[src/rtl/rbpe_pkg.sv]
`default_nettype none
package rbpe_pkg;

  localparam int unsigned FRAC_BITS = 16;
  localparam int unsigned BASIS_W   = FRAC_BITS + 1;
  localparam int unsigned COORD_W   = 32;
  localparam int unsigned WEIGHT_W  = 24;
  localparam int unsigned IDX_W     = 4;
  localparam int unsigned PARAM_W   = 17;
  localparam int unsigned PT_W      = 3 * COORD_W + WEIGHT_W;
  localparam int unsigned MUL_A_W   = COORD_W + 1;
  localparam int unsigned MUL_B_W   = WEIGHT_W + 2;
  localparam int unsigned MUL_P_W   = MUL_A_W + MUL_B_W;
  localparam int unsigned WB_W      = WEIGHT_W + 1;
  localparam int unsigned ACC_W     = 61;
  localparam int unsigned SW_W      = 29;
  localparam int unsigned DVD_W     = 62;
  localparam int unsigned IN_DATA_W  = 144;
  localparam int unsigned OUT_DATA_W = 96;

  localparam logic [BASIS_W-1:0] ONE_F = BASIS_W'(1) << FRAC_BITS;

  typedef enum logic [0:0] {
    OP_LOAD = 1'b0,
    OP_EVAL = 1'b1
  } op_e;

  typedef enum logic [15:0] {
    ST_IDLE   = 16'h0001,
    ST_INIT   = 16'h0002,
    ST_B_RD   = 16'h0004,
    ST_B_M1   = 16'h0008,
    ST_B_M2   = 16'h0010,
    ST_B_CY   = 16'h0020,
    ST_A_RD   = 16'h0040,
    ST_A_WB   = 16'h0080,
    ST_A_WR   = 16'h0100,
    ST_A_X    = 16'h0200,
    ST_A_Y    = 16'h0400,
    ST_A_Z    = 16'h0800,
    ST_A_N    = 16'h1000,
    ST_D_GO   = 16'h2000,
    ST_D_WAIT = 16'h4000,
    ST_FIN    = 16'h8000
  } state_e;

endpackage
`default_nettype wire

[src/rtl/rbpe_div.sv]
`default_nettype none
module rbpe_div (
  input  wire logic                        clk_i,
  input  wire logic                        rst_ni,
  input  wire logic                        start_i,
  input  wire logic [rbpe_pkg::DVD_W-1:0]  dividend_i,
  input  wire logic [rbpe_pkg::SW_W-1:0]   divisor_i,
  output logic                             done_o,
  output logic      [rbpe_pkg::DVD_W-1:0]  quot_o
);
  import rbpe_pkg::*;

  localparam int unsigned CNT_W = $clog2(DVD_W);

  logic [DVD_W-1:0] dvd_q, dvd_d;
  logic [SW_W-1:0]  den_q;
  logic [SW_W-1:0]  rem_q, rem_d;
  logic [SW_W:0]    rem_sh;
  logic [CNT_W-1:0] cnt_q;
  logic             busy_q, done_q;
  logic             bit_ok;

  // restoring division, one quotient bit per cycle; quotient shifts into dvd_q
  always_comb begin
    rem_sh = {rem_q, dvd_q[DVD_W-1]};
    bit_ok = rem_sh >= {1'b0, den_q};
    rem_d  = bit_ok ? SW_W'(rem_sh - {1'b0, den_q}) : SW_W'(rem_sh);
    dvd_d  = {dvd_q[DVD_W-2:0], bit_ok};
  end

  always_ff @(posedge clk_i or negedge rst_ni) begin
    if (!rst_ni) begin
      busy_q <= 1'b0;
      done_q <= 1'b0;
      cnt_q  <= '0;
    end else begin
      done_q <= 1'b0;
      if (start_i) begin
        busy_q <= 1'b1;
        cnt_q  <= '0;
      end else if (busy_q) begin
        cnt_q <= cnt_q + 1'b1;
        if (cnt_q == CNT_W'(DVD_W - 1)) begin
          busy_q <= 1'b0;
          done_q <= 1'b1;
        end
      end
    end
  end

  always_ff @(posedge clk_i) begin
    if (start_i) begin
      dvd_q <= dividend_i;
      den_q <= divisor_i;
      rem_q <= '0;
    end else if (busy_q) begin
      dvd_q <= dvd_d;
      rem_q <= rem_d;
    end
  end

  assign done_o = done_q;
  assign quot_o = dvd_q;

endmodule
`default_nettype wire
[config.mk]
export PLATFORM = sky130hd
export DESIGN_NAME = rbpe_div
export DESIGN_NICKNAME = d
export VERILOG_FILES = /design/src/rtl/rbpe_pkg.sv /design/src/rtl/rbpe_div.sv
export SDC_FILE = /design/constraint.sdc
export NUM_CORES = 1
export LEC_CHECK = 0
export BUFFER_PORTS_ARGS = -buffer_cell sky130_fd_sc_hd__buf_2
export CAP_MARGIN = 0
export CORE_AREA = 2 2 121 123
export CTS_CLUSTER_SIZE = 25
export DETAILED_ROUTE_END_ITERATION = 10
export DIE_AREA = 0 0 123 125
export PLACE_DENSITY = 0.87
export SLEW_MARGIN = 5
export SYNTH_ARGS = -nofsm -noshare
export SYNTH_HDL_FRONTEND = slang
export SYNTH_SLANG_ARGS = --single-unit
[constraint.sdc]
create_clock -name clk_i -period 3.1 [get_ports clk_i]
set_input_delay 0.62 -clock clk_i [delete_from_list [all_inputs] [get_ports clk_i]]
set_output_delay 0.62 -clock clk_i [all_outputs]
set_load 0.01 [all_outputs]
==> summary.md <==
| Metric | Value |
|---|---|
| Die area | `0.0154 sq mm` |
| Count of max-cap constraint violations | `0` |
| Dpl hpwl | `11800 um` |
| First-pass GRT wire length | `26500 um` |
| Number of instances in the synthesized netlist | `around 630` |
| End point of the critical path | `rem_q[11]` |
| Leakage component of the power | `between 3 and 4 nW` |
| Final setup skew | `0.0120 ns` |
| Setup crit start | `quot_o[61]` |
| WHS | `0.0225 ns` |
| Setup slack after placement | `-0.0350 ns` |
| Number of cells in the finished layout apart from fillers | `989` |
| Peak supply drop | `approximately 0.00059 V` |
| Ratio of final minimum period to clock period | `0.944` |
| TritonCTS clock tree | `yes` |
| Most instantiated cells after synthesis | `91 x sky130_fd_sc_hd__edfxtp_1, 62 x sky130_fd_sc_hd__mux2_2, 57 x sky130_fd_sc_hd__nand2_1` |
| Clock-pin slew reported for the worst setup and hold paths after clock tree synthesis | `0.06 ns` |
| Number of standard-cell rows in the floorplan | `44` |
| Setup repair after global routing missed its margin | `no` |
| Vias | `5346` |
| Final Critical Period | `2.93 ns` |
| Required time at the worst-slack endpoint | `3.43 ns` |
| Final weighted congestion in routability-driven placement | `~0.89` |
| Top fanout value on the critical path | `12` |
| Async SR Flop Fraction | `0.0625` |
| Detailed router's first-iteration violation count | `330` |
| Area used by multi-input combinational logic | `0.00326 sq mm` |
| Via count of the first global-routing pass | `5463` |
| Primary FF master, synth | `sky130_fd_sc_hd__edfxtp_1` |
| Post-synthesis instance area | `a little over 0.007 sq mm` |
| Die Y-Extent | `approximately 130 um` |
| Layout cell share with drive strength beyond 1 | `0.398` |
| R2r setup slk | `0.17 ns` |
| Share of Yosys cell area claimed by the top area cell type | `0.386` |
| Routed vias/inst | `5.41` |
| Setup TNS | `0 ns` |
| CORE AREA | `roughly 0.014 sq mm` |
| Number of remaining DRC errors | `0` |
| Post-layout util | `0.615` |
| Flip-flop and latch count after synthesis | `128` |
| Initial core utilization | `0.498` |
| Synth area leaders | `sky130_fd_sc_hd__edfxtp_1 39%, sky130_fd_sc_hd__mux2_2 9.9%, sky130_fd_sc_hd__dfxtp_1 8.2%` |
| Post-synth EDFFs | `91` |
| Clock latency on the worst-skew pair | `0.43 ns` |
| Buffers from clock root to sink, at most | `2` |
| Number of buffers inserted by port buffering | `around 160` |
| Number of buffers inserted for hold repair after clock tree synthesis | `0` |
| Number of antenna violations at the first check in global routing | `1` |
| Total routing resource utilization after global routing | `0.222` |
| Final Hold Vio Count | `0` |
| Total inserted antenna cells | `0` |
| Kind of critical path | `reg -> reg` |
| Tot Pwr | `7.20 mW` |
| Number of iterations in the first detailed-routing pass | `5` |
| Arr. time, crit path | `roughly 3.3 ns` |
| Cell count after placement | `~950` |
| Power density normalized to cell area | `824 mW/mm^2` |
| Cell area after layout | `0.00874 sq mm` |
| Seq/Total Area, Yosys | `0.497` |
| Post-Syn Nets | `752` |
| Area growth from synthesis to final layout | `23.6%` |
| Number of levels the H-tree was split into | `4` |
| Placed cell area | `approximately 0.0081 sq mm` |
| Clock Root Buffer | `sky130_fd_sc_hd__clkbuf_16` |
| Final net count | `918` |
| Final wirelength | `16400 um` |
| Number of warnings issued by yosys | `0` |
| Kind of launch point of the worst setup path | `flop` |
| Reg2Reg Capture Point | `rem_q[11]` |
| Pin count of the biggest net entering global routing | `63` |
| I/O pin count | `157` |
| Tightest Hold Check Type | `in -> async` |
| Final Max Slew Viols | `0` |
| Maximum frequency from static timing analysis | `0.342 GHz` |
| Reg2reg path depth | `11` |
| Outcome | `complete, no violations` |
| Fin worst setup slack | `0.175 ns` |
| Wirelength per Cell | `16.6 um` |
| Final setup fails | `0` |
| Count of unique library cells instantiated by Yosys | `64` |
| Sort of element at the end of the critical path | `flop` |
| FF/Latch Area | `0.00351 sq mm` |
| Antenna-violating nets left | `0` |
| # fillers | `1145` |
| TritonCTS buffer count | `17` |
| Total grt overflow | `0` |
| Critical register-to-register path startpoint | `quot_o[61]` |
| Horizontal extent of the die | `about 120 um` |
| Least-Margin Pin Slew | `0.710 ns` |
| Cell taking the most area after synthesis | `sky130_fd_sc_hd__edfxtp_1` |
| Count leader, synth | `sky130_fd_sc_hd__edfxtp_1` |
| Avg Inst Size Synth | `roughly 11 sq um` |
| CTS sink count | `128` |
| Rel. slew slack | `0.527` |
==> power by group <==
| part | leakage [nW] | total, mW | internal, mW | switching [mW] |
|---|---|---|---|---|
| clock network | 0.285 | 2.03 | 1.21 | 0.823 |
| logic | 2.25 | 2.82 | 1.26 | 1.56 |
| registers | 1.28 | 2.34 | 2.15 | 0.197 |
| total | 3.82 | 7.20 | 4.62 | 2.58 |
==> timing repair <==
item	in CTS	in global routing
pin swaps	0	3
resized for setup	1	2
setup buffers	0	3
hold endpoints to repair	0	0
cloned	0	1
endpoints found under the setup margin	14	9
==> area by class of cell <==
class	instances	area share
sequential	128	0.402
multi-input combinational	431	0.373
timing repair buffer	177	0.114
clock buffer	17	0.0487
tap	184	0.0263
clock inverter	15	0.0198
inverter	37	0.0159
==> sequential cells by signal, summed over array words and instances (netlist names) <==
| register | cells |
|---|---|
| done_o | 1 |
| den_q | 29 |
| quot_o | 62 |
| cnt_q | 6 |
| busy_q | 1 |
| rem_q | 29 |
==> layout by cell type, fill, tap and decap left out, types with 15 or more instances in the layout <==
cell type / n
sky130_fd_sc_hd__o21ai_0: 15
sky130_fd_sc_hd__clkbuf_16: 18
sky130_fd_sc_hd__mux2_2: 62
sky130_fd_sc_hd__a21oi_1: 32
sky130_fd_sc_hd__ha_1: 31
sky130_fd_sc_hd__edfxtp_1: 91
sky130_fd_sc_hd__nand2_1: 57
sky130_fd_sc_hd__a21o_1: 16
sky130_fd_sc_hd__dfxtp_1: 29
sky130_fd_sc_hd__inv_1: 36
sky130_fd_sc_hd__buf_4: 18
sky130_fd_sc_hd__nor2_1: 55
sky130_fd_sc_hd__a311oi_2: 17
sky130_fd_sc_hd__buf_2: 155
==> critical path, cell delays in order, from the launching register on <==
cell and delay (ns):
sky130_fd_sc_hd__edfxtp_1 0.36, sky130_fd_sc_hd__inv_1 0.05, sky130_fd_sc_hd__ha_1 0.22, sky130_fd_sc_hd__fa_1 0.38, sky130_fd_sc_hd__nand2b_2 0.24, sky130_fd_sc_hd__a21oi_4 0.21
sky130_fd_sc_hd__o2111ai_2 0.15, sky130_fd_sc_hd__and2_4 0.18, sky130_fd_sc_hd__a31oi_4 0.22, sky130_fd_sc_hd__a21oi_4 0.16, sky130_fd_sc_hd__or3_1 0.41, sky130_fd_sc_hd__a311oi_2 0.25
==> logic make-up (layout without fill, tap and decap cells) <==
logic type | count (synthesis) | count (layout) | synth area share
AO/OA/AOI/OAI | 136 | 136 | 0.154
multiplexers | 62 | 62 | 0.0987
AND/OR/NAND/NOR | 177 | 177 | 0.119
XOR/XNOR | 24 | 24 | 0.0297
flip-flops | 128 | 128 | 0.497
adder cells (fa/ha/maj) | 32 | 32 | 0.0577
buffers and inverters | 67 | 246 | 0.0439
==> layer usage <==
metal  track usage  part of all wire
met1         0.257              0.40
met2         0.372              0.50
met3        0.0675             0.074
met4         0.108             0.028
met5             0           0.00079
==> worst min path at each step <==
| stage | startpoint | endpoint | slack [ns] | depth (start not counted) |
|---|---|---|---|---|
| after floorplan | rst_ni | busy_q | 0.32 | 0 |
| after global placement | rst_ni | done_o | 0.47 | 1 |
| final | rst_ni | done_o | 0.02 | 1 |
| after detailed placement | rst_ni | cnt_q[3] | 0.47 | 1 |
| after global routing | rst_ni | cnt_q[3] | 0.02 | 1 |
| after CTS | rst_ni | cnt_q[3] | 0.01 | 1 |
No activity file was read; power rests on OpenSTA's default activity.
