### src/rtl/rbpe_ram.sv
`default_nettype none
module rbpe_ram #(
  parameter int unsigned WIDTH = 32,
  parameter int unsigned DEPTH = 16
) (
  input  wire logic                     clk_i,
  input  wire logic                     we_i,
  input  wire logic [$clog2(DEPTH)-1:0] waddr_i,
  input  wire logic [WIDTH-1:0]         wdata_i,
  input  wire logic                     re_i,
  input  wire logic [$clog2(DEPTH)-1:0] raddr_i,
  output logic      [WIDTH-1:0]         rdata_o
);

  logic [WIDTH-1:0] mem_q [DEPTH];

  always_ff @(posedge clk_i) begin
    if (we_i) begin
      mem_q[waddr_i] <= wdata_i;
    end
    if (re_i) begin
      rdata_o <= mem_q[raddr_i];
    end
  end

endmodule
`default_nettype wire

### config.mk
export PLATFORM = sky130hd
export DESIGN_NAME = rbpe_ram
export DESIGN_NICKNAME = d
export VERILOG_FILES = /design/src/rtl/rbpe_ram.sv
export SDC_FILE = /design/constraint.sdc
export NUM_CORES = 1
export LEC_CHECK = 0
export BUFFER_PORTS_ARGS = -buffer_cell sky130_fd_sc_hd__buf_2
export CAP_MARGIN = 0
export CORE_ASPECT_RATIO = 0.8
export CORE_MARGIN = 10
export CORE_UTILIZATION = 25
export CTS_CLUSTER_DIAMETER = 150
export DETAILED_ROUTE_END_ITERATION = 6
export PLACE_DENSITY = 0.44
export SETUP_SLACK_MARGIN = 0.4
export SLEW_MARGIN = 10
export SYNTH_ARGS = -nofsm -noshare
export SYNTH_HDL_FRONTEND = slang
export SYNTH_SLANG_ARGS = --single-unit
### constraint.sdc
create_clock -name clk_i -period 6.8 [get_ports clk_i]
set_input_delay 1.36 -clock clk_i [delete_from_list [all_inputs] [get_ports clk_i]]
set_output_delay 1.36 -clock clk_i [all_outputs]
set_load 0.02 [all_outputs]
==> impl_metrics.toml, run 1 <==
[run_status]
outcome = "completed"

[global_routing]
grt_pass1_vias = 9781
grt_usage = 0.111
overflow = 0
antenna_found_initial = 7
grt_start_max_net_pins = 70
grt_pass1_wl_um = 73500

[detailed_routing]
drtIter0Drc = 825
drt_first_pass_iters = 4
via_per_inst = 4.47
drcViolationCount = 0
wl_per_cell_um = 25.2
wirelength_um = 51100
vias = 9068
postRouteAntennaNets = 0

[yosys]
synth_top_area_frac = 0.810
netlist_top_cells_area = "edfxtp_1 81%, mux4_2 14%, a22oi_1 2.4%"
synth_cells = 838
synth-xor-area-share = 0
synth_fp_nets = 881
yosys_warnings = 0
synth_compound_area_frac = 0.0238
synth_area_um2 = 20200
yosys.area.top_type = "edfxtp_1"
async_reset_ff_frac = 0
synth.avg_cell_area_um2 = 24.1
synth_cell_types = 17
synth_mux_area_frac = 0.143
synth_simple_gate_area_frac = 0.0125
synth.most_common_cell = "edfxtp_1"
synth_common_cells = "544 x edfxtp_1, 128 x mux4_2, 64 x a22oi_1"
yosysSeqAreaShare = 0.810
synthAdderAreaFrac = 0
synth_ff_type = "edfxtp_1"
ys_seq_elements = 544
synth_top_family_by_area = "multiplexers"
synth_edf_count = 544

[die]
initial_core_util = 0.251
die_w_um = 338
ios = 75
core-area_um2 = 80300
dieHeight_um = 274
rows = 93
dieArea_um2 = 92500

[layout]
nNetsFinal = 990
antenna_cells = 0
area_growth_pct = 17.0
multiInputGateArea_um2 = 3750
regArea_um2 = 16300
drive_above_1_share = 0.323
n_fill_cell = 7767

[power_and_ir_drop]
cellLeakagePower_nw = 7.31
peakVddDrop_mv = 0.208
power_density_nw_per_um2 = 296

[worst_hold_path]
hold_path_depth = 3
min_from = "mem_q[7][28]"
min_to = "rdata_o[28]"
hp-class = "reg -> reg"

[setup_path]
r2r_slack_ns = 5.22
worstReg2RegEnd = "rdata_o[21]"
cp_max_fo = 69
crit_chain = "clkbuf_8, buf_12, mux4_2, a22oi_1, nand2_1"
rr_worst_depth = 3
worst_ep_arrival_time_ns = 3.60
crit_path_end_kind = "flip-flop"
critical_path_class = "in -> reg"
worstSetupStartpointType = "input port"
crit_required_ns = 7.15
crit_slowest_cell = "clkbuf_8"
timing.rr.start = "mem_q[10][21]"
cp_slowest_stage_delay_ns = 0.67

[clocking]
cts_root_buf = "clkbuf_16"
clockBufferDepth = 3
cts.htree.levels = 2
postCtsSetupBuffers = 0
cts.hold.buffers_added = 0
post_cts_resize_count = 0
clk_pin_slew_ns = 0.07
cts.sinks = 544
cts_tree = "built"
cts_buffers = 53
clk_latency_ns = 0.60

[placement]
io_buffers = 74
pre_cts_slack_ns = 2.86
routabilityCongestion = 0.652
dp.final_hpwl_um = 23200

[timing]
drv_slew = 0
slew_headroom = 0.361
rsz0062_at_grt = "false"
setup_violations = 0
fin_crit_sh = 0.478
fmax_mhz = 308
worstMarginPinSlew_ns = 0.958
setup_tns_ns = 0
finClkSkew_ns = 0.0122
min_period_ns = 3.25
hold_viol = 0
fin_ws_ns = 3.55

[run]
max-cap-violations = 0
## placed cells by master (no fill, tap or decap), types with 2 or more instances in the layout
cell / n
mux4_2: 128
inv_6: 2
clkbuf_16: 53
nor2b_4: 2
buf_12: 2
clkinv_2: 11
nor2_4: 13
buf_4: 21
nor3_2: 4
buf_2: 72
bufinv_16: 5
nand3b_1: 2
edfxtp_1: 544
clkbuf_1: 9
a22oi_1: 64
nand2b_1: 2
nand2_1: 33
clkinv_1: 12
## kinds of logic after synthesis
group	after synthesis
AND/OR/NAND/NOR	59
multiplexers	128
buffers and inverters	43
flip-flops	544
AO/OA/AOI/OAI	64
## layout make-up
type | instances | share of cell area
Timing Repair Buffer | 97 | 0.0247
Clock buffer | 62 | 0.0576
Tap cell | 1045 | 0.0554
Clock inverter | 31 | 0.0117
Sequential cell | 544 | 0.692
Multi-Input combinational cell | 251 | 0.159
## per-layer routing
metal / share of wire / wire [um] / up-vias / global-route usage
met5: 0.0012 / 61 / - / 0
met2: 0.45 / 23200 / 220 / 0.167
met4: 0.016 / 835 / 10 / 0.0240
li1: - / - / 3817 / -
met1: 0.48 / 24300 / 4947 / 0.161
met3: 0.053 / 2720 / 74 / 0.0244
## critical path, delay by kind of cell
kind,cells,cell delay (ns)
AO/OA/AOI/OAI,1,0.25
AND/OR/NAND/NOR,1,0.07
multiplexers,1,0.58
buffers and inverters,2,1.19
## worst max-delay path by stage
stage | from | end | depth (start not counted)
floorplan | waddr_i[2] | mem_q[0][0] | 2
global placement | raddr_i[0] | rdata_o[31] | 5
detailed placement | raddr_i[0] | rdata_o[20] | 5
CTS | raddr_i[0] | rdata_o[20] | 5
global route | raddr_i[0] | rdata_o[2] | 5
finish | raddr_i[0] | rdata_o[20] | 5
## state kept, by name, indices dropped and copies added, names as in the netlist
| name | count |
|---|---|
| mem_q | 512 |
| rdata_o | 32 |
## report_power, final
| group | internal, mW | leakage (nW) | switching [mW] |
|---|---|---|---|
| Sequential | 3.78 | 4.94 | 0.0211 |
| Clock | 1.61 | 0.805 | 1.23 |
| Combinational | 0.129 | 1.56 | 0.222 |
| Total | 5.52 | 7.31 | 1.47 |
## metrics by stage
step / hold slack [ns] / std cells / util / cell area [um^2] / power (mW)
2_1_floorplan: 0.710 / 838 / - / 20200 / 4.07
3_3_place_gp: 0.738 / 1937 / 0.274 / 22000 / 4.23
3_5_place_dp: 0.736 / 1937 / 0.274 / 22000 / 4.24
4_1_cts: 0.749 / 2030 / 0.294 / 23600 / 7.08
5_1_grt: 0.767 / 2030 / 0.294 / 23600 / 7.26
6_report: 0.745 / 2030 / 0.294 / 23600 / 6.99
No activity file was read; power rests on OpenSTA's default activity.
==> run 2: changes to the inputs <==
- clock period: 6.8 -> 3.1 ns (I/O delays scaled with it)
==> run 2 against run 1 <==
Critical path depth fell by 4; worst setup slack got worse by 2.4 ns; die area did not move.
==> impl_metrics.toml, run 2 (synthesis results as in run 1) <==
[power_and_ir_drop]
pwr-share-comb = 0.053
cellLeakagePower_nw = 7.42
power_density_nw_per_um2 = 634
power.switching_mw = 3.19
peakVddDrop_mv = 0.415
p_int_mw = 12.0
pwr-share-clk = 0.399
switching_share = 0.210
p_seq_frac = 0.549

[global_routing]
grt_usage = 0.105
antenna_found_initial = 6
grt_start_max_net_pins = 45
overflow = 0
grt_pass1_vias = 9650
grt_pass1_wl_um = 70400

[clocking]
postCtsSetupBuffers = 0
cts_buffers = 53
cts.htree.levels = 2
cts_root_buf = "clkbuf_16"
cts.sinks = 544
clockBufferDepth = 3
post_cts_resize_count = 0
cts_tree = "built"
cts.hold.buffers_added = 0
clk_pin_slew_ns = 0.06
clk_latency_ns = 0.59

[die]
core-area_um2 = 80300
rows = 93
initial_core_util = 0.251
die_w_um = 338
dieHeight_um = 274
dieArea_um2 = 92500
ios = 75

[timing]
fin_crit_sh = 0.632
worstMarginPinSlew_ns = 0.847
finClkSkew_ns = 0.00980
hold_slack_ns = 0.396
slew_headroom = 0.434
setup_tns_ns = 0
rsz0062_at_grt = "false"
drv_slew = 0
min_period_ns = 1.96
fmax_mhz = 510
hold_viol = 0
setup_violations = 0

[setup_path]
crit_chain = "buf_2"
critical_path_class = "reg -> out"
cp_slowest_stage_delay_ns = 0.52
crit_path_end_kind = "primary output"
crit_required_ns = 2.48
worst_ep_arrival_time_ns = 1.34
crit_family = "flip-flops"
crit_slowest_cell = "edfxtp_1"
worstSetupStartpointType = "flip-flop"
path_buf_inv = 1
cp_max_fo = 1

[detailed_routing]
wl_per_cell_um = 24.0
wirelength_um = 49000
drt_first_pass_iters = 4
drcViolationCount = 0
postRouteAntennaNets = 0
via_per_inst = 4.46
drtIter0Drc = 900
vias = 9122

[layout]
n_fill_cell = 7770
drive_above_1_share = 0.327
area_growth_pct = 18.8
regArea_um2 = 16300
largest_reg_flops = 512
antenna_cells = 0
reg_top3 = "mem_q (512), rdata_o (32)"
mostFrequentLayoutCells = "544 x edfxtp_1, 128 x mux4_2, 72 x buf_2, 64 x a22oi_1, 53 x clkbuf_16"
max_flop_register = "mem_q"
multiInputGateArea_um2 = 3770
nNetsFinal = 1004
layout_commonest_cell = "edfxtp_1"
fin_cells = 2045

[run]
max-cap-violations = 0

[placement]
routabilityCongestion = 0.679
io_buffers = 74
dp.final_hpwl_um = 25800
placed_cells = 1951

[run_status]
outcome = "completed"

[worst_hold_path]
hp-class = "in -> reg"
run 2: per-layer routing:
layer  global-route usage  part of all wire  vias to the layer above
li1                     -                 -                     3847
met2                0.153              0.43                      220
met4               0.0254             0.015                        8
met5                    0            0.0011                        -
met1                0.157              0.49                     4994
met3               0.0245             0.056                       53
run 2: final timing paths:
kind	start	depth (start not counted)	slack (ns)	endpoint
worst max-delay path	rdata_o[19]	1	1.14	rdata_o[19]
worst min-delay path	wdata_i[10]	1	0.40	mem_q[15][10]
worst max register to register	mem_q[3][6]	3	1.57	rdata_o[6]
worst min register to register	mem_q[14][4]	3	0.74	rdata_o[4]
run 2: layout make-up:
class	instances	area share
tap	1045	0.0546
multi-input combinational	251	0.158
timing repair buffer	111	0.0402
clock buffer	72	0.0583
sequential	544	0.682
clock inverter	22	0.00783
run 2: power by group through the flow:
stage          sequential (mW)  clock [mW]  combinational [mW]
5_1_grt                   8.35        6.52               0.873
3_5_place_dp              8.50           0               0.825
3_3_place_gp              8.49           0               0.814
6_report                  8.34        6.06               0.799
2_1_floorplan             8.52           0               0.397
4_1_cts                   8.34        6.24               0.825
run 2: through the flow:
stage | util | area, um^2 | setup slack, ns | total power [mW]
6_report | 0.299 | 24000 | 1.14 | 15.2
4_1_cts | 0.299 | 24000 | 1.11 | 15.4
5_1_grt | 0.299 | 24000 | 1.10 | 15.7
2_1_floorplan | - | 20200 | 0.152 | 8.92
3_3_place_gp | 0.279 | 22400 | 0.693 | 9.31
3_5_place_dp | 0.279 | 22400 | 0.668 | 9.32
==> run 3: changes to the inputs <==
- PLACE_DENSITY: 0.44 -> 0.45
- clock period: 3.1 -> 1.8 ns (I/O delays scaled with it)
==> run 3 against run 2 <==
Sequential share of layout area shrank 3.5 points; first-iteration DRC count shrank 18%; worst hold slack worse by 0.26 ns; non-clock buffer count grew 69; wire length grew 3.3%; largest cell class unchanged; clock skew is 0.012 ns higher; utilization increased by 1.6 points; highest routed layer unchanged.
==> impl_metrics.toml, run 3 (synthesis results as in run 1) <==
[setup_path]
critical_path_class = "reg -> out"
crit_chain = "buf_6"
worstSetupStartpointType = "flip-flop"
cp_num_cells = 1
cp_max_fo = 1
path_buf_inv = 1
crit_slowest_cell = "edfxtp_1"
worst_ep_arrival_time_ns = 1.31
rr_worst_depth = 4
crit_required_ns = 1.44
cp_slowest_stage_delay_ns = 0.51
crit_family = "flip-flops"
crit_path_end_kind = "primary output"

[placement]
dp.final_hpwl_um = 28900
io_buffers = 74
routabilityCongestion = 0.694
placed_cells = 2001

[detailed_routing]
drt_first_pass_iters = 5
drcViolationCount = 0
wl_per_cell_um = 23.9
drtIter0Drc = 738
vias = 9483
via_per_inst = 4.48
wirelength_um = 50600
postRouteAntennaNets = 0

[die]
dieArea_um2 = 92500
rows = 93
die_w_um = 338
dieHeight_um = 274
core-area_um2 = 80300
ios = 75
initial_core_util = 0.251

[layout]
mostFrequentLayoutCells = "544 x edfxtp_1, 128 x mux4_2, 61 x buf_4, 53 x clkbuf_16, 44 x buf_12"
drive_above_1_share = 0.413
area_growth_pct = 25.3
reg_top3 = "mem_q (512), rdata_o (32)"
layout_commonest_cell = "edfxtp_1"
largest_reg_flops = 512
fin_cells = 2118
final_core_util = 0.315
nNetsFinal = 1073
max_flop_register = "mem_q"

[timing]
drv_slew = 0
hold_viol = 0
finClkSkew_ns = 0.0215
fin_crit_sh = 0.926
setup_violations = 0
slew_headroom = 0.263
setup_tns_ns = 0
min_period_ns = 1.67
fmax_mhz = 600
worstMarginPinSlew_ns = 1.10
rsz0062_at_grt = "true"

[global_routing]
grt_start_max_net_pins = 33
grt_usage = 0.109
overflow = 0
grt_pass1_wl_um = 72500
antenna_found_initial = 5
grt_pass1_vias = 9947

[power_and_ir_drop]
cellLeakagePower_nw = 8.00
peakVddDrop_mv = 0.687
power_density_nw_per_um2 = 1070
power.total_mw = 26.9

[clocking]
cts.htree.levels = 2
cts_root_buf = "clkbuf_16"
cts.sinks = 544
clockBufferDepth = 3
clk_pin_slew_ns = 0.06
cts_tree = "built"
clk_latency_ns = 0.60
cts_buffers = 53

[worst_hold_path]
hold_path_depth = 1
hp-class = "in -> reg"

[run]
max-cap-violations = 0

[run_status]
outcome = "completed"
[run 3: changes by cell type in the layout (fill, tap and decap cells not counted), sizes merged]
| cell | previous run | this run |
|---|---|---|
| bufinv | 3 | 6 |
| diode | 0 | 4 |
| buf | 110 | 179 |
| clkinv | 15 | 18 |
| clkbuf | 73 | 67 |
[run 3: final timing paths]
| path | startpoint | slack, ns | to |
|---|---|---|---|
| worst min register to register | mem_q[12][2] | 0.74 | rdata_o[2] |
| worst min-delay path | wdata_i[24] | 0.13 | mem_q[13][24] |
| worst max register to register | mem_q[11][1] | 0.34 | rdata_o[1] |
| worst max-delay path | rdata_o[31] | 0.13 | rdata_o[31] |
[run 3: cell type report]
class,instances,area (um^2)
Fill cell,7643,55000
Sequential cell,544,16300
Multi-Input combinational cell,251,3980
Timing Repair Buffer,180,1970
Clock buffer,66,1380
Tap cell,1045,1310
Clock inverter,28,293
Antenna cell,4,10.0
[run 3: layer usage]
metal | global-route usage | vias up | routed length (um)
li1 | - | 4003 | -
met1 | 0.160 | 5196 | 24400
met2 | 0.162 | 217 | 22700
met3 | 0.0210 | 65 | 2560
met4 | 0.0270 | 2 | 872
met5 | 0 | - | 10
[run 3: metrics by stage]
step	setup WS [ns]	hold slack [ns]	instance area, um^2
global route	0.108	0.117	25300
floorplan	-0.269	0.459	20500
detailed placement	-0.225	0.729	23100
global placement	-0.219	0.737	23100
finish	0.134	0.135	25300
CTS	0.0964	0.0925	25000
[run 3: worst reg2reg max path: stages, from the launching register on]
cell and delay [ns]:
edfxtp_1 0.35, mux4_2 0.49, a22oi_2 0.19, buf_4 0.14
nand2_1 0.04
[run 3: where the power goes]
group	switching (mW)	total, mW	leakage [nW]	internal (mW)
clock network	4.62	10.9	0.814	6.26
registers	0.0948	14.4	4.94	14.3
logic	0.905	1.68	2.24	0.776
[run 3: what timing repair did]
item                                    CTS  global route
hold endpoints to repair                  0             0
pin swaps                                 3             2
resized for setup                        67            35
setup buffers                             0            19
hold buffers                              0             0
endpoints found under the setup margin   42            56
gates cloned                              0             0
